$ cat src/rtl/core/spf_pkg.sv
`default_nettype none
// ----------------------------------------------------------------------------
// spf_pkg
// Shared widths, codes, reset values and types of the strip peak finder.
// ----------------------------------------------------------------------------
package spf_pkg;

   localparam int CHANNELS_DEF = 1024;
   localparam int SAMPLES_DEF  = 32;

   localparam int CHAN_W     = 10;
   localparam int AMP_W      = 13;
   localparam int PEAK_W     = 12;
   localparam int NOISE_W    = 16;
   localparam int INDEX_W    = 5;
   localparam int TIME_W     = 14;
   localparam int THR_W      = 8;
   localparam int CSR_IDX_W  = 2;
   localparam int CSR_DATA_W = 16;

   localparam int NUM_W      = 14;
   localparam int DEN_W      = 15;
   localparam int DIVIDEND_W = 21;
   localparam int DIVISOR_W  = 14;

   localparam logic CMD_LOAD   = 1'b0;
   localparam logic CMD_SAMPLE = 1'b1;

   localparam logic [CSR_IDX_W-1:0] REG_THRESHOLD_SIGMAS = 2'd0;
   localparam logic [CSR_IDX_W-1:0] REG_MIN_AMPLITUDE    = 2'd1;
   localparam logic [CSR_IDX_W-1:0] REG_MIN_NOISE        = 2'd2;

   localparam logic [THR_W-1:0]   THRESHOLD_RESET = 8'd72;
   localparam logic [PEAK_W-1:0]  MIN_AMP_RESET   = 12'd20;
   localparam logic [NOISE_W-1:0] MIN_NOISE_RESET = 16'd64;

   localparam logic [TIME_W-1:0] TIME_HALF   = 14'd128;
   localparam logic [TIME_W-1:0] TIME_NO_FIT = 14'h3F00;

   typedef enum logic [1:0] {
      ST_IDLE,
      ST_TEST,
      ST_DIV
   } state_type;

   typedef struct packed {
      logic [PEAK_W-1:0]       running_max;
      logic signed [AMP_W-1:0] lead;
      logic signed [AMP_W-1:0] trail;
      logic                    after_pending;
   } track_type;

endpackage
`default_nettype wire

$ cat src/rtl/core/spf_track.sv
`default_nettype none
// ----------------------------------------------------------------------------
// spf_track
// Running maximum of one channel, with its first index and its neighbors.
// ----------------------------------------------------------------------------
module spf_track #(
   parameter int SAMPLES = spf_pkg::SAMPLES_DEF
) (
   input  wire logic                            clock,
   input  wire logic                            reset,
   input  wire logic                            sample_en,
   input  wire logic signed [spf_pkg::AMP_W-1:0] sample,
   input  wire logic                            clear_en,
   output spf_pkg::track_type                   status,
   output logic [$clog2(SAMPLES)-1:0]           max_pos
);
   import spf_pkg::*;

   localparam int PosW = $clog2(SAMPLES);
   localparam int CntW = $clog2(SAMPLES + 1);

   logic [PEAK_W-1:0]       max_ff, max_in;
   logic [PosW-1:0]         pos_ff, pos_in;
   logic signed [AMP_W-1:0] before_ff, before_in;
   logic signed [AMP_W-1:0] after_ff, after_in;
   logic signed [AMP_W-1:0] prev_ff, prev_in;
   logic [CntW-1:0]         count_ff, count_in;
   logic                    pend_ff, pend_in;
   logic                    greater;

   always_comb begin
      greater   = sample > $signed({1'b0, max_ff});
      max_in    = max_ff;
      pos_in    = pos_ff;
      before_in = before_ff;
      after_in  = after_ff;
      prev_in   = prev_ff;
      count_in  = count_ff;
      pend_in   = pend_ff;
      if (clear_en) begin
         max_in    = '0;
         pos_in    = '0;
         before_in = '0;
         after_in  = '0;
         prev_in   = '0;
         count_in  = '0;
         pend_in   = 1'b0;
      end else if (sample_en && (count_ff < CntW'(SAMPLES))) begin
         if (pend_ff) begin
            after_in = sample;
         end
         pend_in = greater;
         if (greater) begin
            max_in    = sample[PEAK_W-1:0];
            pos_in    = count_ff[PosW-1:0];
            before_in = prev_ff;
         end
         prev_in  = sample;
         count_in = count_ff + 1'b1;
      end
   end

   always_ff @(posedge clock) begin
      if (reset) begin
         max_ff    <= '0;
         pos_ff    <= '0;
         before_ff <= '0;
         after_ff  <= '0;
         prev_ff   <= '0;
         count_ff  <= '0;
         pend_ff   <= 1'b0;
      end else begin
         max_ff    <= max_in;
         pos_ff    <= pos_in;
         before_ff <= before_in;
         after_ff  <= after_in;
         prev_ff   <= prev_in;
         count_ff  <= count_in;
         pend_ff   <= pend_in;
      end
   end

   assign status.running_max   = max_ff;
   assign status.lead          = before_ff;
   assign status.trail         = after_ff;
   assign status.after_pending = pend_ff;
   assign max_pos              = pos_ff;

endmodule
`default_nettype wire

$ cat config.mk
export PLATFORM = sky130hd
export DESIGN_NAME = spf_track
export DESIGN_NICKNAME = d
export VERILOG_FILES = /design/src/rtl/core/spf_pkg.sv /design/src/rtl/core/spf_track.sv
export SDC_FILE = /design/constraint.sdc
export NUM_CORES = 1
export LEC_CHECK = 0
export BUFFER_PORTS_ARGS = -buffer_cell sky130_fd_sc_hd__buf_2
export CORE_MARGIN = 4
export CORE_UTILIZATION = 29
export CTS_BUF_LIST = sky130_fd_sc_hd__clkbuf_2 sky130_fd_sc_hd__clkbuf_4 sky130_fd_sc_hd__clkbuf_8
export DETAILED_ROUTE_END_ITERATION = 16
export GPL_ROUTABILITY_DRIVEN = 0
export GPL_TIMING_DRIVEN = 0
export RECOVER_POWER = 25
export SYNTH_ARGS = -nofsm -noshare
export SYNTH_HDL_FRONTEND = slang
export SYNTH_SLANG_ARGS = --single-unit
$ cat constraint.sdc
create_clock -name clock -period 1.9 [get_ports clock]
set_input_delay 0.19 -clock clock [delete_from_list [all_inputs] [get_ports clock]]
set_output_delay 0.19 -clock clock [all_outputs]
set_load 0.005 [all_outputs]
## After elaboration in Yosys (flattened, before gate mapping)

Cells that the tools add are included.

- Add/sub/neg operators: 1
- $lt $le $gt $ge: 2
- Reductions and logical operators: 4

Operators by type and width:

| cell | count |
|---|---|
| $gt 13x13->1 | 1 |
| $add 6x1->6 const B | 1 |
| $lt 6x6->1 const B | 1 |
| $reduce_and 2->1 | 2 |
| $reduce_or 2->1 | 1 |
| $logic_and 1x1->1 | 1 |

- Flip-flop bits (word level): 63
- Bits of input ports: 17
- Output and inout bits: 44
- Logic and storage cells: 14

## Longest topological paths before layout

Gate-level depths: netlist (run 1).

- Depth after elaboration: 3
- Mapped depth: 9
- Gate-level depth less buffers: 7

## Least setup slack after synthesis (run 1)

Ideal clock, no wire load.

- Path type: register -> register
- Start: reg max_ff[11]
- End: reg pend_ff
- Setup time: 0.115 ns
- Arrival time: 1.888 ns
- Data required time: 1.785 ns
- Slack: -0.102 ns
- Stages on the path, launching flop included: 10
- Buffers on the path: 2
- Period minus slack after synthesis: 2.002 ns
- Cell sequence: dfxtp_1 -> inv_1 -> ha_1 -> and4b_1 -> nand3_2 -> a311oi_1 -> o41a_1 -> buf_6 -> buf_12 -> o21a_1

- Word-level cells in the longest chain between the ends: 1

Ends and longest elaborated chain:

| element | RTL line | source |
|---|---|---|
| start: declaration | spf_track.sv:22 | `logic [PEAK_W-1:0] max_ff, max_in;` |
| start signal: assignment | spf_track.sv:73 | `max_ff <= max_in;` |
| $gt 13x13->1 | spf_track.sv:32 | `greater = sample > $signed({1'b0, max_ff});` |
| end signal: assignment | spf_track.sv:79 | `pend_ff <= pend_in;` |
| end: declaration | spf_track.sv:28 | `logic pend_ff, pend_in;` |

Every way passes these cells.
A chain may end at the register's enable or synchronous reset.

## Final worst setup path (run 1)

- Start: reg max_ff[11]
- End: reg before_ff[8]

- Word-level cells in the longest chain between the ends: 2

Ends and longest elaborated chain:

| element | RTL line | source |
|---|---|---|
| $gt 13x13->1 | spf_track.sv:32 |  |
| $reduce_and 2->1 (no line) | -- |  |
| end signal: assignment | spf_track.sv:75 | `before_ff <= before_in;` |
| end: declaration | spf_track.sv:24 | `logic signed [AMP_W-1:0] before_ff, before_in;` |

Every way passes these cells.

==> reports/metrics.yaml, run 1 <==
ys_seq_area_share_pct: 46.2
grt_setup_unrepaired: "yes"
finalSetupViolations: 31
drc: 0
slew_violations: 0
syn_area_sq_um: 2730
synth-simple-area-share_pct: 21.1
drt_first_pass_iters: 5
synth_fa_ha_area_share_pct: 5.96
dr.first_iter.drc_count: 63
period_share_pct: 106
cts_root_buf: "clkbuf_8"
tightest_slew_ps: 575
path_max_fanout: 7
critPathSlowestCell: "dfxtp_4"
cp-endpoint: "before_ff[8]"
fin_crit_ps: 2020
timing.hold.ws_ps: 127
reg2reg_slack_ps: -120
cts.sinks: 63
cts_tree: "built"
violations: "negative setup slack"
ys_types: 30
cap_violations: 0
io_buffer_count: 60
r2r_end: "before_ff[8]"
power.leakage_nw: 1.40
synth_xor_xnor_area_share_pct: 1.28
postCtsHoldBufs: 0
layout-area-overhead-vs-synth_pct: 30.8
synth-compound-area-share_pct: 7.61
synthMuxAreaShare_pct: 11.0
grt_pass1_vias: 2307
synth.ff_latch_count: 63
chipHeight_um: 105
cellPowerDensity_nw_per_um2: 791
yosysTopAreaCell: "dfxtp_1"
regArea_sq_um: 1270
ir_drop_mv: 0.307
cp_cell_sequence: "inv_2 > ha_4 > and4b_1 > nand3_2 > a311oi_2 > o41a_1 > buf_6 > buf_12 > mux2i_1"
syn_avg_cell_area_sq_um: 8.47
h-tree-depth: 3
pin_count: 61
wl_um: 7300
placedCellCount: 493
syn_nets: 352
slowest_delay_ps: 360
fin_setup_tns_ps: -2690
rows: 35
finClkSkew_ps: 9.98
r2r-start: "max_ff[11]"
final_cells: 521
die_width_um: 105
hpwl_um: 5260
vias_per_cell: 4.54
via_count: 2365
clock_latency_ps: 340
drive_gt1_share_pct: 23.7
dp_slack_ps: -144
grt_pass1_wl_um: 11600
status: "finished with violations"
netlist.area_leader.share_pct: 46.2
reg2reg_depth: 9
synth_top_family_by_area: "simple AND/OR/NAND/NOR gates"
antenna_left: 0
n_antenna_cell: 0
initial_utilization_pct: 29.7
wl_per_cell_um: 14.0
numCtsBuffers: 9
synth_area_leaders: "dfxtp_1 (46%), nand2_1 (16%), mux2i_1 (11%)"
finalNetCount: 435
start_kind: "register"
overflow: 0
endpoint_kind: "register"
clk_pin_slew_ps: 70
hp-class: "input pin to register"
yosys_warnings: 0
hold_violations: 0
multi_input_area_sq_um: 1350
cp_data_arrival_time_ps: 2290
core_area_sq_um: 9200
total_power_w: 0.00282
antenna_found_initial: 0
clockBufferDepth: 2
fp.dieArea_sq_um: 11000
synth_cells: 322
required_ps: 2160
grt_max_degree: 11
max_slew_margin_pct: 61.5
setup_slack_ps: -122
nFillCells: 946
startpoint: "max_ff[11]"
fmax_mhz: 495
track_usage_pct: 13.3
critPathKind: "register to register"
==> worst min path at each step <==
stage	startpoint	end	slack [ps]	cells after the start
4_1_cts	sample[12]	after_ff[12]	110	3
5_1_grt	sample[6]	after_ff[6]	130	3
3_3_place_gp	after_ff[11]	after_ff[11]	440	2
3_5_place_dp	before_ff[1]	before_ff[1]	450	2
2_1_floorplan	sample[10]	max_ff[10]	320	2
6_report	sample[0]	prev_ff[0]	130	3
==> final cells by class <==
class                      instances  area share, %
buffer                            21           3.89
clock buffer                      13           4.49
inverter                          12           1.26
tap                              111           3.89
multi-input combinational        226           37.7
timing repair buffer              72           12.0
sequential                        63           35.6
clock inverter                     3           1.19
==> report_power, final <==
group | leakage [nW] | internal [W] | switching [W]
Sequential | 0.512 | 0.00134 | 0.0000126
Clock | 0.104 | 0.000684 | 0.000511
Combinational | 0.785 | 0.000123 | 0.000153
Total | 1.40 | 0.00215 | 0.000676
==> registers in the layout, indices dropped and copies added, names as in the netlist <==
register   flops
after_ff      13
before_ff     13
count_ff       6
max_ff        12
max_pos        5
pend_ff        1
prev_ff       13
==> metal layers <==
layer,global-route usage [%],routed length [um],share of wire [%],vias to the layer above
li1,-,-,-,1215
met1,17.3,3520,48,1092
met2,20.9,3410,47,49
met3,3.58,275,3.8,9
met4,5.53,97,1.3,0
met5,0,0,0,-
==> cells by family after synthesis <==
| kind of cell | count (synthesis) |
|---|---|
| compound gates | 37 |
| flops | 63 |
| xor+xnor | 4 |
| simple gates | 142 |
| mux | 30 |
| fa+ha+maj | 13 |
| buf+inv | 33 |
==> metrics by stage <==
| step | area [sq um] | util, % |
|---|---|---|
| after global routing | 3570 | 38.8 |
| final | 3570 | 38.8 |
| after detailed placement | 3190 | 34.7 |
| after CTS | 3460 | 37.6 |
| after global placement | 3190 | 34.7 |
| after floorplan | 2750 | - |
==> worst max-delay path, delay by kind of cell, from the launching register on <==
kind	cells	cell delay [ps]
multiplexers	1	210
buffers and inverters	3	380
adder cells (fa/ha/maj)	1	250
flip-flops	1	360
AND/OR/NAND/NOR	2	360
AO/OA/AOI/OAI	2	360
==> cell usage after synthesis, drive strengths merged <==
cell type and count:
o21a 2, dfxtp 63, nand3 4, clkbuf 15
nand2b 1, inv 12, or2 1, and4b 1
xor2 3, o21ai 1, nand2 119, nand4 2
xnor2 1, o31a 1, and2 2, a311oi 1
a21oi 30, o41a 1, nor2 8, ha 13
mux2i 30, nor2b 3, buf 6, a211oi 1
and3 1
==> timing repair <==
| item | in CTS | in global routing |
|---|---|---|
| gates cloned | 1 | 2 |
| setup endpoints to repair | 30 | 31 |
| buffers inserted | 5 | 4 |
| resized for setup | 2 | 8 |
| pin swaps | 2 | 6 |
==> layout by cell type (no fill, tap or decap), types with 2 or more instances in the layout <==
| cell | synthesis | routed |
|---|---|---|
| nand2_1 | 119 | 119 |
| dfxtp_1 | 63 | 58 |
| buf_2 | 0 | 46 |
| mux2i_1 | 30 | 30 |
| clkbuf_1 | 15 | 29 |
| a21oi_1 | 30 | 29 |
| inv_1 | 12 | 10 |
| ha_1 | 13 | 10 |
| buf_4 | 1 | 10 |
| clkbuf_8 | 0 | 10 |
| nor2_1 | 8 | 8 |
| dfxtp_2 | 0 | 4 |
| xor2_1 | 3 | 3 |
| nand3_1 | 3 | 3 |
| buf_12 | 3 | 3 |
| ha_4 | 0 | 3 |
| clkbuf_4 | 0 | 3 |
| inv_2 | 0 | 2 |
| nor2b_1 | 2 | 2 |
| nand4_1 | 2 | 2 |
| and2_1 | 2 | 2 |
| o21a_1 | 2 | 2 |
| clkbuf_16 | 0 | 2 |
No activity file was read; power rests on OpenSTA's default activity.
==> run 2: changes to the inputs <==
--- a/config.mk
+++ b/config.mk
@@ -16,3 +16,4 @@
 export SYNTH_ARGS = -nofsm -noshare
 export SYNTH_HDL_FRONTEND = slang
 export SYNTH_SLANG_ARGS = --single-unit
+export TNS_END_PERCENT = 50
==> run 2 against run 1 <==
  * The run still ends with negative setup slack left
  * Sequential share of layout area rose by 1.1 points
  * Via count is 1.0% lower
  * Sequential power about the same
  * Largest power group unchanged
==> reports/metrics.yaml, run 2 (synthesis results as in run 1) <==
fmax_mhz: 499
cts_root_buf: "clkbuf_8"
wl_um: 6960
min_path_cells: 3
cellPowerDensity_nw_per_um2: 806
finClkSkew_ps: 11.2
dr.first_iter.drc_count: 67
period_share_pct: 105
h-tree-depth: 3
tightest_slew_ps: 556
grt_setup_unrepaired: "yes"
critPathKind: "register to register"
final_cells: 515
drt_first_pass_iters: 4
initial_utilization_pct: 29.7
timing.hold.ws_ps: 132
status: "finished with violations"
drive_gt1_share_pct: 21.8
io_buffer_count: 60
hp-class: "input pin to register"
layout_commonest_cell: "nand2_1"
rows: 35
cts.sinks: 63
cts_tree: "built"
pin_count: 61
grt_use_met2_pct: 20.3
vias_per_cell: 4.55
clockBufferDepth: 2
fp.dieArea_sq_um: 11000
die_width_um: 105
grt_pass1_wl_um: 11400
drc: 0
layout_common_cells: "nand2_1 (119), dfxtp_1 (58), buf_2 (47)"
antenna_found_initial: 0
fin_crit_ps: 2000
numCtsBuffers: 9
required_ps: 2120
hpwl_um: 5260
start_kind: "register"
n_antenna_cell: 0
clk_pin_slew_ps: 70
endpoint_kind: "register"
ir_drop_mv: 0.306
wl_per_cell_um: 13.5
clock_latency_ps: 340
layout-area-overhead-vs-synth_pct: 27.0
largestRegisters: "after_ff (13), before_ff (13), prev_ff (13)"
setup_slack_ps: -103
power.leakage_nw: 1.36
antenna_left: 0
path_max_fanout: 5
violations: "negative setup slack"
met1_usage_pct: 17.2
chipHeight_um: 105
grt_pass1_vias: 2274
track_usage_pct: 13.1
core_area_sq_um: 9200
grt_max_degree: 11
overflow: 0
cap_violations: 0
reg2reg_depth: 9
grt.met3_usage_pct: 3.58
hold_violations: 0
placedCellCount: 493
max_slew_margin_pct: 62.9
grt_busiest_layer: "met2"
slew_violations: 0
via_count: 2341
finalSetupViolations: 31
finalNetCount: 429
cp_data_arrival_time_ps: 2230
-- run 2: cell count changes in the layout (fill, tap and decap cells not counted), sizes merged --
cell,before,now
buf,62,58
clkbuf,44,42
-- run 2: path summary, 6_finish.rpt --
kind               start  slack [ps]           to
max reg2reg    max_ff[9]        -100    max_ff[9]
max            max_ff[9]        -100    max_ff[9]
min            sample[0]         130   prev_ff[0]
min reg2reg  after_ff[5]         460  after_ff[5]
-- run 2: where the power goes --
group	switching (W)	total [W]	internal (W)
registers	0.0000126	0.00135	0.00134
logic	0.000144	0.000249	0.000105
clock network	0.000506	0.00119	0.000684
-- run 2: critical path, stage by stage, from the launching register on --
cell and delay, ps:
dfxtp_2 350, inv_1 40, ha_1 260, and4b_1 270
nand3_2 120, o31a_2 290, o41a_1 120, buf_6 160
clkbuf_16 160, mux2i_1 120
-- run 2: timing repair --
action | 4_1_cts | 5_1_grt
pin swaps | 2 | 5
endpoints found under the hold margin | 0 | 0
gates cloned | 0 | 1
setup endpoints to repair | 30 | 31
hold buffers | 0 | 0
gates resized for setup | 1 | 4
setup buffers | 3 | 2
-- run 2: area by class of cell --
| class | count | area, sq um |
|---|---|---|
| clock inverter | 3 | 42.5 |
| inverter | 12 | 45.0 |
| fill | 959 | 5730 |
| timing repair buffer | 66 | 347 |
| tap | 111 | 139 |
| buffer | 21 | 139 |
| multi-input combinational | 226 | 1320 |
| clock buffer | 13 | 160 |
| sequential | 63 | 1270 |
-- run 2: layer usage --
metal / up-vias / part of all wire, %
li1: 1203 / -
met1: 1078 / 49
met2: 49 / 46
met3: 11 / 4.2
met4: 0 / 1.5
met5: - / 0
-- run 2: metrics by stage --
stage	util [%]	cell area, sq um	total power (W)	worst slack (ps)	setup TNS (ps)
floorplan	-	2750	0.00153	-22.6	-22.6
global placement	34.7	3190	0.00161	-136	-2840
detailed placement	34.7	3190	0.00162	-144	-3150
CTS	37.2	3420	0.00281	-153	-3580
global route	37.7	3460	0.00290	-181	-4890
finish	37.7	3460	0.00279	-103	-2480
