===== src/rtl/core/spf_pkg.sv =====
`default_nettype none
// ----------------------------------------------------------------------------
// spf_pkg
// Shared widths, codes, reset values and types of the strip peak finder.
// ----------------------------------------------------------------------------
package spf_pkg;

   localparam int CHANNELS_DEF = 1024;
   localparam int SAMPLES_DEF  = 32;

   localparam int CHAN_W     = 10;
   localparam int AMP_W      = 13;
   localparam int PEAK_W     = 12;
   localparam int NOISE_W    = 16;
   localparam int INDEX_W    = 5;
   localparam int TIME_W     = 14;
   localparam int THR_W      = 8;
   localparam int CSR_IDX_W  = 2;
   localparam int CSR_DATA_W = 16;

   localparam int NUM_W      = 14;
   localparam int DEN_W      = 15;
   localparam int DIVIDEND_W = 21;
   localparam int DIVISOR_W  = 14;

   localparam logic CMD_LOAD   = 1'b0;
   localparam logic CMD_SAMPLE = 1'b1;

   localparam logic [CSR_IDX_W-1:0] REG_THRESHOLD_SIGMAS = 2'd0;
   localparam logic [CSR_IDX_W-1:0] REG_MIN_AMPLITUDE    = 2'd1;
   localparam logic [CSR_IDX_W-1:0] REG_MIN_NOISE        = 2'd2;

   localparam logic [THR_W-1:0]   THRESHOLD_RESET = 8'd72;
   localparam logic [PEAK_W-1:0]  MIN_AMP_RESET   = 12'd20;
   localparam logic [NOISE_W-1:0] MIN_NOISE_RESET = 16'd64;

   localparam logic [TIME_W-1:0] TIME_HALF   = 14'd128;
   localparam logic [TIME_W-1:0] TIME_NO_FIT = 14'h3F00;

   typedef enum logic [1:0] {
      ST_IDLE,
      ST_TEST,
      ST_DIV
   } state_type;

   typedef struct packed {
      logic [PEAK_W-1:0]       running_max;
      logic signed [AMP_W-1:0] lead;
      logic signed [AMP_W-1:0] trail;
      logic                    after_pending;
   } track_type;

endpackage
`default_nettype wire


===== src/rtl/core/spf_div.sv =====
`default_nettype none
// ----------------------------------------------------------------------------
// spf_div
// Restoring shift-subtract divider, one quotient bit per cycle.
// ----------------------------------------------------------------------------
module spf_div (
   input  wire logic                              clock,
   input  wire logic                              reset,
   input  wire logic                              start,
   input  wire logic [spf_pkg::DIVIDEND_W-1:0]    dividend,
   input  wire logic [spf_pkg::DIVISOR_W-1:0]     divisor,
   output logic                                   done,
   output logic [spf_pkg::DIVIDEND_W-1:0]         quotient
);
   import spf_pkg::*;

   localparam int StepW = $clog2(DIVIDEND_W);
   localparam logic [StepW-1:0] LastStep = StepW'(DIVIDEND_W - 1);

   logic                    busy_ff, busy_in;
   logic                    done_ff, done_in;
   logic [StepW-1:0]        step_ff, step_in;
   logic [DIVISOR_W-1:0]    acc_ff, acc_in;
   logic [DIVIDEND_W-1:0]   quo_ff, quo_in;
   logic [DIVISOR_W-1:0]    div_ff, div_in;
   logic [DIVISOR_W:0]      shifted;
   logic [DIVISOR_W+1:0]    diff;
   logic                    take;

   always_comb begin
      shifted = {acc_ff, quo_ff[DIVIDEND_W-1]};
      diff    = {1'b0, shifted} - {2'b00, div_ff};
      take    = !diff[DIVISOR_W+1];
      busy_in = busy_ff;
      done_in = 1'b0;
      step_in = step_ff;
      acc_in  = acc_ff;
      quo_in  = quo_ff;
      div_in  = div_ff;
      if (start) begin
         busy_in = 1'b1;
         step_in = '0;
         acc_in  = '0;
         quo_in  = dividend;
         div_in  = divisor;
      end else if (busy_ff) begin
         acc_in  = take ? diff[DIVISOR_W-1:0] : shifted[DIVISOR_W-1:0];
         quo_in  = {quo_ff[DIVIDEND_W-2:0], take};
         step_in = step_ff + 1'b1;
         if (step_ff == LastStep) begin
            busy_in = 1'b0;
            done_in = 1'b1;
         end
      end
   end

   always_ff @(posedge clock) begin
      if (reset) begin
         busy_ff <= 1'b0;
         done_ff <= 1'b0;
      end else begin
         busy_ff <= busy_in;
         done_ff <= done_in;
      end
   end

   always_ff @(posedge clock) begin
      step_ff <= step_in;
      acc_ff  <= acc_in;
      quo_ff  <= quo_in;
      div_ff  <= div_in;
   end

   assign done     = done_ff;
   assign quotient = quo_ff;

endmodule
`default_nettype wire


===== config.mk =====
export PLATFORM = sky130hd
export DESIGN_NAME = spf_div
export DESIGN_NICKNAME = d
export VERILOG_FILES = /design/src/rtl/core/spf_pkg.sv /design/src/rtl/core/spf_div.sv
export SDC_FILE = /design/constraint.sdc
export NUM_CORES = 1
export LEC_CHECK = 0
export BUFFER_PORTS_ARGS = -buffer_cell sky130_fd_sc_hd__buf_2
export CORE_AREA = 2 2 97 71
export DETAILED_ROUTE_END_ITERATION = 8
export DIE_AREA = 0 0 99 73
export GPL_TIMING_DRIVEN = 0
export PLACE_DENSITY_LB_ADDON = 0.15
export RECOVER_POWER = 100
export SYNTH_ARGS = -nofsm -noshare
export SYNTH_HDL_FRONTEND = slang
export SYNTH_SLANG_ARGS = --single-unit

===== constraint.sdc =====
create_clock -name clock -period 1.95 [get_ports clock]
set_input_delay 0.39 -clock clock [delete_from_list [all_inputs] [get_ports clock]]
set_output_delay 0.39 -clock clock [all_outputs]
set_load 0.005 [all_outputs]

# Word level (Yosys, flattened, before mapping)
# Cells that the tools add are included.
# W data, S select, Z words.
dict set report word_totals {
  out_inout_bits 22
  elab_cells 20
  ff_bits 56
  input_bits 38
}
dict set report classes {
  n_mux 7
  add_sub_neg 2
  eq_ne 1
  n_reduce_logical 3
  bitwise_logic 1
}
# op n
set ops {}
lappend ops {{$mux W21} 2}
lappend ops {{$sub A15 B14 Y16} 1}
lappend ops {{$mux W14} 1}
lappend ops {{$add A5 B1 Y5 const B} 1}
lappend ops {{$eq A5 B5 Y1 const B} 1}
lappend ops {{$mux W1} 4}
lappend ops {{$reduce_or A3 Y1} 1}
lappend ops {{$reduce_bool A2 Y1} 1}
lappend ops {{$logic_not A1 Y1} 1}
lappend ops {{$not A1 Y1} 1}

# Longest topological paths before layout
# Gate-level depths: netlist of the first run.
dict set report depth {
  ltp_word 4
  mapped_depth 11
  depth_no_buf 9
}

# Worst setup path after synthesis of the first run
# OpenSTA, ideal clock, no wires.
dict set report synth_timing {
  kind {flip-flop to flip-flop}
  start {register div_ff[1]}
  end {register quo_ff[0] (netlist: quotient[0]), data pin}
  path_stages_with_launch 10
  slack_ps -176
  period_less_slack_ps 2126
  setup_ps 260
  required_ps 1690
  arrival_time_ps 1866
  path_buffers 2
  cell_sequence {edfxtp_1 > inv_1 > ha_1 > nor2b_4 > o31a_1 > o211ai_2 > a21boi_2 > buf_6 > buf_6 > mux2_2}
}
dict set report synth_via {
  elab_chain_cells 4
}
# item line
set synth_lines {}
lappend synth_lines {{start, declared} spf_div.sv:25} ;# logic [DIVISOR_W-1:0] div_ff, div_in;
lappend synth_lines {{start signal, assigned} spf_div.sv:71} ;# div_ff <= div_in;
lappend synth_lines {{$sub A15 B14 Y16} spf_div.sv:32} ;# diff = {1'b0, shifted} - {2'b00, div_ff};
lappend synth_lines {{$logic_not A1 Y1} spf_div.sv:33} ;# take = !diff[DIVISOR_W+1];
lappend synth_lines {{$mux W21} spf_div.sv:46} ;# end else if (busy_ff) begin
lappend synth_lines {{$mux W21} spf_div.sv:40} ;# if (start) begin
lappend synth_lines {{net quo_in[0]} spf_div.sv:24} ;# logic [DIVIDEND_W-1:0] quo_ff, quo_in;
lappend synth_lines {{end signal, assigned} spf_div.sv:70} ;# quo_ff <= quo_in;
lappend synth_lines {{end, declared} spf_div.sv:24}
# The timed path passes the listed nets, and every way through them passes these cells. The select of a mux whose other input is x is not followed.
# A chain may end at the register's enable or synchronous reset.

# Final worst setup path of the first run
# Ends and elaborated chain as after synthesis.

==> results.yml, run 1 <==
floorplanning:
  initial_utilization_pct: 47.55
  placeableCoreArea_um2: 6412
  num_io_pins: 60
  die_width_um: 99
  floorplan.die_area_um2: 7227
  num_rows: 25
  die_h_um: 73
pwr:
  power_frac_comb_pct: 19.6
  p_int_mw: 2.045
  power.ir.vdd_worst_mv: 0.4450
  power_per_cell_area_nw_per_um2: 701.9
  leakagePower_nw: 1.569
  pwr-share-clk_pct: 29.6
  power_switching_share_pct: 25.83
  finalPower_mw: 2.757
  sequentialPowerShare_pct: 50.9
  power.net_switching_uw: 712.0
synthesis:
  mappedNetlistNets: 330
  yosysWarningCount: 0
  synthesis.instances: 275
  postSynth.asyncResetShare_pct: 0
  synth_sequential_area_ratio_pct: 48.26
  synthFlopType: "edfxtp_1"
  synth_commonest_cells: "edfxtp_1, nor2_1, dfxtp_1, mux2_2, inv_1"
  synth_top_area_share_pct: 34.47
  synth.lib_cells_used.distinct: 55
  ys_ff_latch: 56
  synth_edf_count: 35
  synth.largest_area_cell: "edfxtp_1"
  synth.avg_cell_area_um2: 11.09
  synth.area.top_cells: "edfxtp_1, dfxtp_1, mux2_2, ha_1, mux2i_1"
  synthesis.area_um2: 3049
  yosysMostFrequentCell: "edfxtp_1"
worst_setup_path:
  critPathSlowestCell: "edfxtp_1"
  timing.critical_path.arrival_ns: 2.33
  largest_stage_delay_worst_path_ns: 0.42
  worst_setup_path_start_kind: "register"
  worstPathMaxFanout: 6
  crit_chain: "inv_1, ha_1, nor2b_4, o31a_1, o211ai_4, a21boi_2, buf_6, buf_8, mux2_2"
  critPathKind: "register to register"
  crit_path_end_kind: "register"
  cp_data_required_time_ns: 2.02
timing:
  timing.final.crit_share_pct: 116.1
  max_fclk_mhz: 441.7
  clock_skew_ns: 0.008565
  layout_min_cycle_time_ns: 2.264
  max_slew.worst_pin.slew_ns: 0.5815
  normalized_max_slew_margin_pct: 61.23
  setup_viol_count_final: 15
  rsz0062_at_grt: "yes"
  final-hold-violation-count: 0
  timing.setup.tns_ns: -3.493
  setup_slack_ns: -0.3138
  maxSlewViolCount: 0
clock_network:
  cts.root.buffer_cell: "clkbuf_8"
  cts_tree: "yes"
  clk_path_buf_depth: 2
  clock_sink_count: 56
  ctsHoldBuffers: 0
  clock_insertion_delay_worst_skew_ns: 0.31
  cts_htree_levels: 2
  numCtsBuffers: 5
  clkTransAtPathRegs_ns: 0.11
grt:
  track_usage_pct: 17.93
  grt_max_degree: 18
  globalRoute.totalOverflow: 0
  grt_antenna_before_repair: 0
  grt_first_pass_wirelength_um: 10180
  vias_in_the_first_global_route: 2125
drt:
  routed_via_density: 5.243
  detail_route.iter0.violations: 88
  dr.pass1.iters: 4
  route.antenna.remaining_nets: 0
  drcViolationCount: 0
  drt_wl_total_um: 6654
  drt-wirelength-per-cell_um: 15.12
  via_count: 2307
run_status:
  failing_checks: "setup timing"
  status: "finished, violations left"
cells_and_area:
  areaGrowthSynthToFinish_pct: 28.81
  final_net_count: 413
  share_of_layout_cells_above_drive_strength_1_pct: 39.83
  num_antenna_cells: 0
  fillerInstances: 546
job:
  drv.max_cap_violation_count: 0
place:
  io_buffer_count: 59
  place_congestion: 0.8017
  detailedPlace.worstSlack_ns: -0.6383
  hpwlAfterDp_um: 4444
worst_hold_path:
  min_path_type: "primary input to register"
[flip-flops by register name (all words and copies together), names as in the netlist]
| register | count |
|---|---|
| acc_ff | 14 |
| busy_ff | 1 |
| div_ff | 14 |
| done | 1 |
| quotient | 21 |
| step_ff | 5 |
[final timing paths]
check	startpoint	endpoint	slack, ns	cells after the start
setup reg to reg	div_ff[1]	quotient[0]	-0.31	9
setup / recovery	div_ff[1]	quotient[0]	-0.31	9
hold reg to reg	acc_ff[6]	acc_ff[6]	0.48	2
hold / removal	divisor[8]	div_ff[8]	0.25	1
[logic make-up after synthesis]
logic type | after synthesis | synth area share [%]
multiplexers | 32 | 11.53
flip-flops | 56 | 48.26
XOR/XNOR | 9 | 2.585
adder cells (fa/ha/maj) | 17 | 7.222
buffers and inverters | 31 | 4.637
AND/OR/NAND/NOR | 77 | 12.93
AO/OA/AOI/OAI | 53 | 12.84
[worst max-delay path, delay by kind of cell (launching register included)]
family          cells  cell delay [ns]
fa+ha+maj           1             0.21
mux                 1             0.27
flops               1             0.42
simple gates        1             0.13
buf+inv             3             0.35
compound gates      3             0.63
[power groups by stage]
stage	clock network [mW]	logic (mW)	registers, mW
after detailed placement	0	0.449	1.43
after floorplan	0	0.298	1.42
after global routing	0.887	0.591	1.41
after global placement	0	0.442	1.42
after CTS	0.840	0.488	1.40
final	0.815	0.540	1.40
[metrics by stage]
step | hold slack (ns) | util, % | cells | cell area [um2]
after floorplan | 0.4460 | - | 275 | 3052
after global placement | 0.4727 | 53.78 | 415 | 3448
after detailed placement | 0.4830 | 53.78 | 415 | 3448
after CTS | 0.2386 | 58.61 | 436 | 3759
after global routing | 0.2289 | 61.25 | 440 | 3928
final | 0.2461 | 61.25 | 440 | 3928
[placed cells by master, fill, tap and decap left out, types with 10 or more instances in the layout]
cell and count:
nor2_1 21, clkbuf_1 13, nand2_1 16, buf_2 50, edfxtp_1 35, mux2_2 21
buf_6 11, inv_1 18, dfxtp_1 19, mux2i_1 10
[per-layer routing]
layer | vias to the layer above | GRT usage (%) | share of wire, %
met5 | - | 0 | 0
met2 | 37 | 28.30 | 46
met4 | 0 | 4.262 | 0.95
li1 | 1164 | - | -
met3 | 6 | 4.023 | 3.2
met1 | 1100 | 25.38 | 50
[timing repair]
item | in CTS | in global routing
buffers inserted | 12 | 4
endpoints found under the hold margin | 0 | 0
resized for setup | 26 | 35
cloned | 1 | 0
pin swaps | 15 | 13
setup endpoints to repair | 55 | 44
[layout make-up]
type / instances / area (um2) / area share, %
plain buffers: 11 / 85.08 / 2.166
clock buffers: 6 / 82.58 / 2.103
clock inverters: 2 / 38.79 / 0.9876
inverters: 20 / 78.83 / 2.007
multi-input cells: 188 / 1629 / 41.48
flip-flops and latches: 56 / 1474 / 37.53
well taps: 81 / 101.3 / 2.580
repair buffers: 75 / 430.4 / 10.96
repair inverters: 1 / 7.507 / 0.1911
(Power assumes the default switching activity.)
==> inputs of run 2 (changes only) <==
ABC_AREA = 1   (was unset)
CORE_AREA = 2 2 100 73   (was 2 2 97 71)
DIE_AREA = 0 0 102 75   (was 0 0 99 73)
==> results.yml, run 2 <==
drt:
  drcViolationCount: 0
  via_count: 2784
  route.antenna.remaining_nets: 0
  dr.pass1.iters: 5
  detail_route.iter0.violations: 126
  drt_wl_total_um: 7485
  routed_via_density: 4.743
  drt-wirelength-per-cell_um: 12.75
grt:
  globalRoute.totalOverflow: 0
  grt_max_degree: 20
  track_usage_pct: 19.67
  grt_antenna_before_repair: 0
  vias_in_the_first_global_route: 2445
  grt_first_pass_wirelength_um: 11570
timing:
  clock_skew_ns: 0.01002
  setup_viol_count_final: 0
  maxSlewViolCount: 0
  layout_min_cycle_time_ns: 1.892
  max_fclk_mhz: 528.6
  normalized_max_slew_margin_pct: 70.11
  max_slew.worst_pin.slew_ns: 0.4483
  final-hold-violation-count: 0
  timing.final.crit_share_pct: 97.01
  holdWs_ns: 0.2368
cells_and_area:
  design_area_um2: 3996
  final_cell_mix: "nand2_1, inv_1, buf_2"
  areaGrowthSynthToFinish_pct: 22.47
  num_antenna_cells: 0
  final_cells: 587
  largest_reg_flops: 21
  final_net_count: 547
  most_common_library_cell_in_the_layout_ignoring_fill_and_taps: "nand2_1"
  share_of_layout_cells_above_drive_strength_1_pct: 21.30
run_status:
  status: "complete, no violations"
worst_setup_path:
  crit_path_end_kind: "register"
  crit_chain: "inv_1, ha_1, fa_1, inv_1, nand3_1, nand3_2, nand3_1, nand4_1, nand3_2, nand2_1, nand2_1"
  critPathKind: "register to register"
  critPathSlowestCell: "fa_1"
  worstPathMaxFanout: 4
  timing.critical_path.arrival_ns: 2.12
  cp_data_required_time_ns: 2.17
  worst_setup_path_start_kind: "register"
  largest_stage_delay_worst_path_ns: 0.41
clock_network:
  clk_path_buf_depth: 2
  clock_sink_count: 56
  clock_insertion_delay_worst_skew_ns: 0.32
  clkTransAtPathRegs_ns: 0.11
  cts_tree: "yes"
  cts.root.buffer_cell: "clkbuf_8"
  numCtsBuffers: 5
  cts_htree_levels: 2
synthesis:
  yosysMostFrequentCell: "nand2_1"
  synth.largest_area_cell: "edfxtp_1"
  yosysWarningCount: 0
  synth_edf_count: 35
  synth_top_area_share_pct: 32.21
  synth_commonest_cells: "nand2_1, inv_1, edfxtp_1"
  ys_ff_latch: 56
  synth.lib_cells_used.distinct: 34
  synthFlopType: "edfxtp_1"
  synth.area.top_cells: "edfxtp_1, nand2_1, dfxtp_1, inv_1, ha_1"
  synth.avg_cell_area_um2: 7.788
  synthesis.area_um2: 3263
  postSynth.asyncResetShare_pct: 0
  synthesis.instances: 419
  synth_sequential_area_ratio_pct: 45.09
  mappedNetlistNets: 474
floorplanning:
  placeableCoreArea_um2: 6631
  num_rows: 25
  floorplan.die_area_um2: 7650
  die_width_um: 102
  initial_utilization_pct: 49.21
  die_h_um: 75
  num_io_pins: 60
pwr:
  sequentialPowerShare_pct: 56.2
  power_per_cell_area_nw_per_um2: 617.2
  leakagePower_nw: 1.974
  finalPower_mw: 2.467
  power.net_switching_uw: 690.2
  power_switching_share_pct: 27.98
  pwr-share-clk_pct: 27.6
  p_int_mw: 1.776
  power_frac_comb_pct: 16.2
  power.ir.vdd_worst_mv: 0.4002
place:
  place_inst: 572
  hpwlAfterDp_um: 5441
  place_congestion: 0.9292
  io_buffer_count: 59
  detailed_place.area_um2: 3676
worst_hold_path:
  min_path_type: "primary input to register"
job:
  drv.max_cap_violation_count: 0
run 2: routing by layer:
| layer | routed length (um) | part of all wire, % | global-route usage [%] |
|---|---|---|---|
| met3 | 357 | 4.8 | 3.807 |
| met1 | 3766 | 50 | 30.37 |
| met2 | 3261 | 44 | 28.29 |
| met4 | 99 | 1.3 | 5.185 |
| met5 | 0 | 0 | 0 |
run 2: final timing paths:
check / start / endpoint / slack (ns) / cells past startpoint
setup / recovery: quotient[20] / acc_ff[12] / 0.06 / 11
hold / removal: divisor[8] / div_ff[8] / 0.24 / 1
setup reg to reg: quotient[20] / acc_ff[12] / 0.06 / 11
hold reg to reg: acc_ff[12] / acc_ff[12] / 0.49 / 2
run 2: worst max-delay path, delay by kind of cell, from the launching register on:
kind	cells	cell delay [ns]
buffers and inverters	2	0.19
and+or+nand+nor	7	0.62
adders and majority gates	2	0.63
DFF	1	0.36
run 2: through the flow:
stage	setup WS [ns]	util (%)	setup TNS (ns)
final	0.05837	60.26	0
after global routing	-0.04347	60.26	-0.1315
after CTS	0.004758	57.66	0
after detailed placement	-0.4670	55.43	-13.64
after global placement	-0.4040	55.43	-11.09
after floorplan	0.2331	-	0
run 2: timing repair:
action                                  in CTS  in global routing
cloned                                       1                  0
buffers inserted                             3                  3
endpoints found under the setup margin      29                 15
hold buffers                                 0                  0
pin swaps                                    1                  6
resized for setup                            3                 31
run 2: layout make-up:
class,instances,area (um2)
Clock inverter,3,27.53
Timing Repair Buffer,65,331.6
Tap cell,94,117.6
Fill cell,627,2635
Multi-Input combinational cell,282,1630
Sequential cell,56,1471
Clock buffer,5,68.82
Inverter,72,274.0
Timing Repair inverter,1,7.507
Buffer,9,67.56
run 2: cell families after synthesis:
group                      after synthesis  share of synthesized area (%)
AOI/OAI and AO/OA                       19                          3.566
DFF                                     56                          45.09
xor gates and xnor gates                 4                          1.074
buffers and inverters                   81                          10.24
adders and majority gates               17                          6.748
and+or+nand+nor                        242                          33.28
run 2: power by group through the flow:
| stage | sequential, mW | clock, mW | combinational (mW) |
|---|---|---|---|
| 4_1_cts | 1.38 | 0.707 | 0.362 |
| 2_1_floorplan | 1.41 | 0 | 0.204 |
| 3_5_place_dp | 1.41 | 0 | 0.351 |
| 3_3_place_gp | 1.41 | 0 | 0.344 |
| 5_1_grt | 1.40 | 0.752 | 0.450 |
| 6_report | 1.39 | 0.681 | 0.399 |
==> inputs of run 3 (changes only) <==
MAX_ROUTING_LAYER = met4   (was unset)
==> results.yml, run 3 (synthesis results as in run 2) <==
cells_and_area:
  share_of_layout_cells_above_drive_strength_1_pct: 19.07
  most_common_library_cell_in_the_layout_ignoring_fill_and_taps: "nand2_1"
  design_area_um2: 3915
  final_net_count: 547
  final_cell_mix: "nand2_1, inv_1, buf_2"
  areaGrowthSynthToFinish_pct: 19.98
  final_cells: 587
  largest_reg_flops: 21
  fillerInstances: 621
  num_antenna_cells: 0
worst_setup_path:
  reg2reg_slack_ns: 0.06
  crit_path_end_kind: "register"
  largest_stage_delay_worst_path_ns: 0.38
  worst_setup_path_start_kind: "register"
  timing.critical_path.arrival_ns: 2.09
  critPathKind: "register to register"
  most_frequent_cell_on_critical_path: "nand2_4"
  worstPathMaxFanout: 10
  critPathSlowestCell: "ha_2"
  crit_chain: "inv_1, ha_2, nand2_2, nor3_4, and2_4, nand2_4, nand2_4, buf_12, nand3_2, nand3_1, nand2_1"
  cp_data_required_time_ns: 2.15
timing:
  maxSlewViolCount: 0
  layout_min_cycle_time_ns: 1.894
  max_slew.worst_pin.slew_ns: 0.4547
  setup_viol_count_final: 0
  setup_slack_ns: 0.05614
  timing.final.crit_share_pct: 97.12
  holdWs_ns: 0.2433
  normalized_max_slew_margin_pct: 69.68
  clock_skew_ns: 0.01143
  final-hold-violation-count: 0
  max_fclk_mhz: 528.0
place:
  hpwlAfterDp_um: 5474
  io_buffer_count: 59
  place_congestion: 0.9684
  detailed_place.area_um2: 3676
  detailedPlace.worstSlack_ns: -0.4235
  place_inst: 572
grt:
  grt_first_pass_wirelength_um: 11590
  globalRoute.totalOverflow: 0
  grt_max_degree: 17
  track_usage_pct: 20.44
  grt_antenna_before_repair: 0
  vias_in_the_first_global_route: 2457
worst_hold_path:
  min_path_type: "primary input to register"
pwr:
  leakagePower_nw: 1.974
  finalPower_mw: 2.522
  power.ir.vdd_worst_mv: 0.4112
  power_per_cell_area_nw_per_um2: 644.2
drt:
  detail_route.iter0.violations: 192
  dr.pass1.iters: 4
  drt-wirelength-per-cell_um: 13.00
  route.antenna.remaining_nets: 0
  routed_via_density: 4.807
  drt_wl_total_um: 7629
  drcViolationCount: 0
  via_count: 2822
clock_network:
  cts_tree: "yes"
  clock_sink_count: 56
  numCtsBuffers: 5
  cts.root.buffer_cell: "clkbuf_8"
  clk_path_buf_depth: 2
  cts_htree_levels: 2
  clkTransAtPathRegs_ns: 0.10
  clock_insertion_delay_worst_skew_ns: 0.31
floorplanning:
  initial_utilization_pct: 49.21
  floorplan.die_area_um2: 7650
  num_io_pins: 60
  die_width_um: 102
  die_h_um: 75
  placeableCoreArea_um2: 6631
  num_rows: 25
run_status:
  status: "complete, no violations"
job:
  drv.max_cap_violation_count: 0
run 3: cell types whose count changed in the layout (fill, tap and decap cells not counted), sizes merged:
cell	delta
clkbuf	+3
clkinvlp	-1
bufinv	+1
clkinv	+1
inv	-1
buf	-3
run 3: per-layer routing:
layer / global-route usage [%] / routed length [um]
met5: - / 0
met2: 29.24 / 3286
met3: 3.807 / 412
met4: 3.556 / 58
met1: 30.66 / 3871
run 3: metrics by stage:
| stage | util [%] | TNS (ns) |
|---|---|---|
| floorplan | - | 0 |
| global placement | 55.43 | -10.92 |
| detailed placement | 55.43 | -12.03 |
| CTS | 57.81 | 0 |
| global route | 59.04 | -0.1418 |
| finish | 59.04 | 0 |
run 3: layout make-up:
type	instances	area [um2]	share of cell area, %
buffer	9	67.56	1.726
clock buffer	5	68.82	1.758
clock inverter	3	37.54	0.9588
inverter	72	274.0	6.999
multi-input combinational	282	1553	39.66
sequential	56	1471	37.58
tap	94	117.6	3.004
timing repair buffer	65	317.8	8.118
timing repair inverter	1	7.507	0.1918
run 3: repair_timing:
action,CTS,global route
setup buffers,2,3
pin swaps,1,4
gates resized for setup,6,22
hold buffers,0,0
setup endpoints to repair,30,15
gates cloned,1,1
run 3: power breakdown:
group / leakage, nW / switching [mW] / internal, mW
registers: 0.523 / 0.0387 / 1.35
clock network: 0.0532 / 0.386 / 0.375
logic: 1.40 / 0.230 / 0.145
run 3: worst max-delay path, delay by kind of cell (launching register included):
family / cells / cell delay [ns]
AND/OR/NAND/NOR: 8 / 0.89
adder cells (fa/ha/maj): 1 / 0.38
flip-flops: 1 / 0.33
buffers and inverters: 2 / 0.18
run 3: worst paths after layout:
check	start	end	depth (start not counted)
min reg2reg	step_ff[4]	step_ff[4]	1
max	div_ff[11]	acc_ff[8]	11
max reg2reg	div_ff[11]	acc_ff[8]	11
min	divisor[2]	div_ff[2]	1
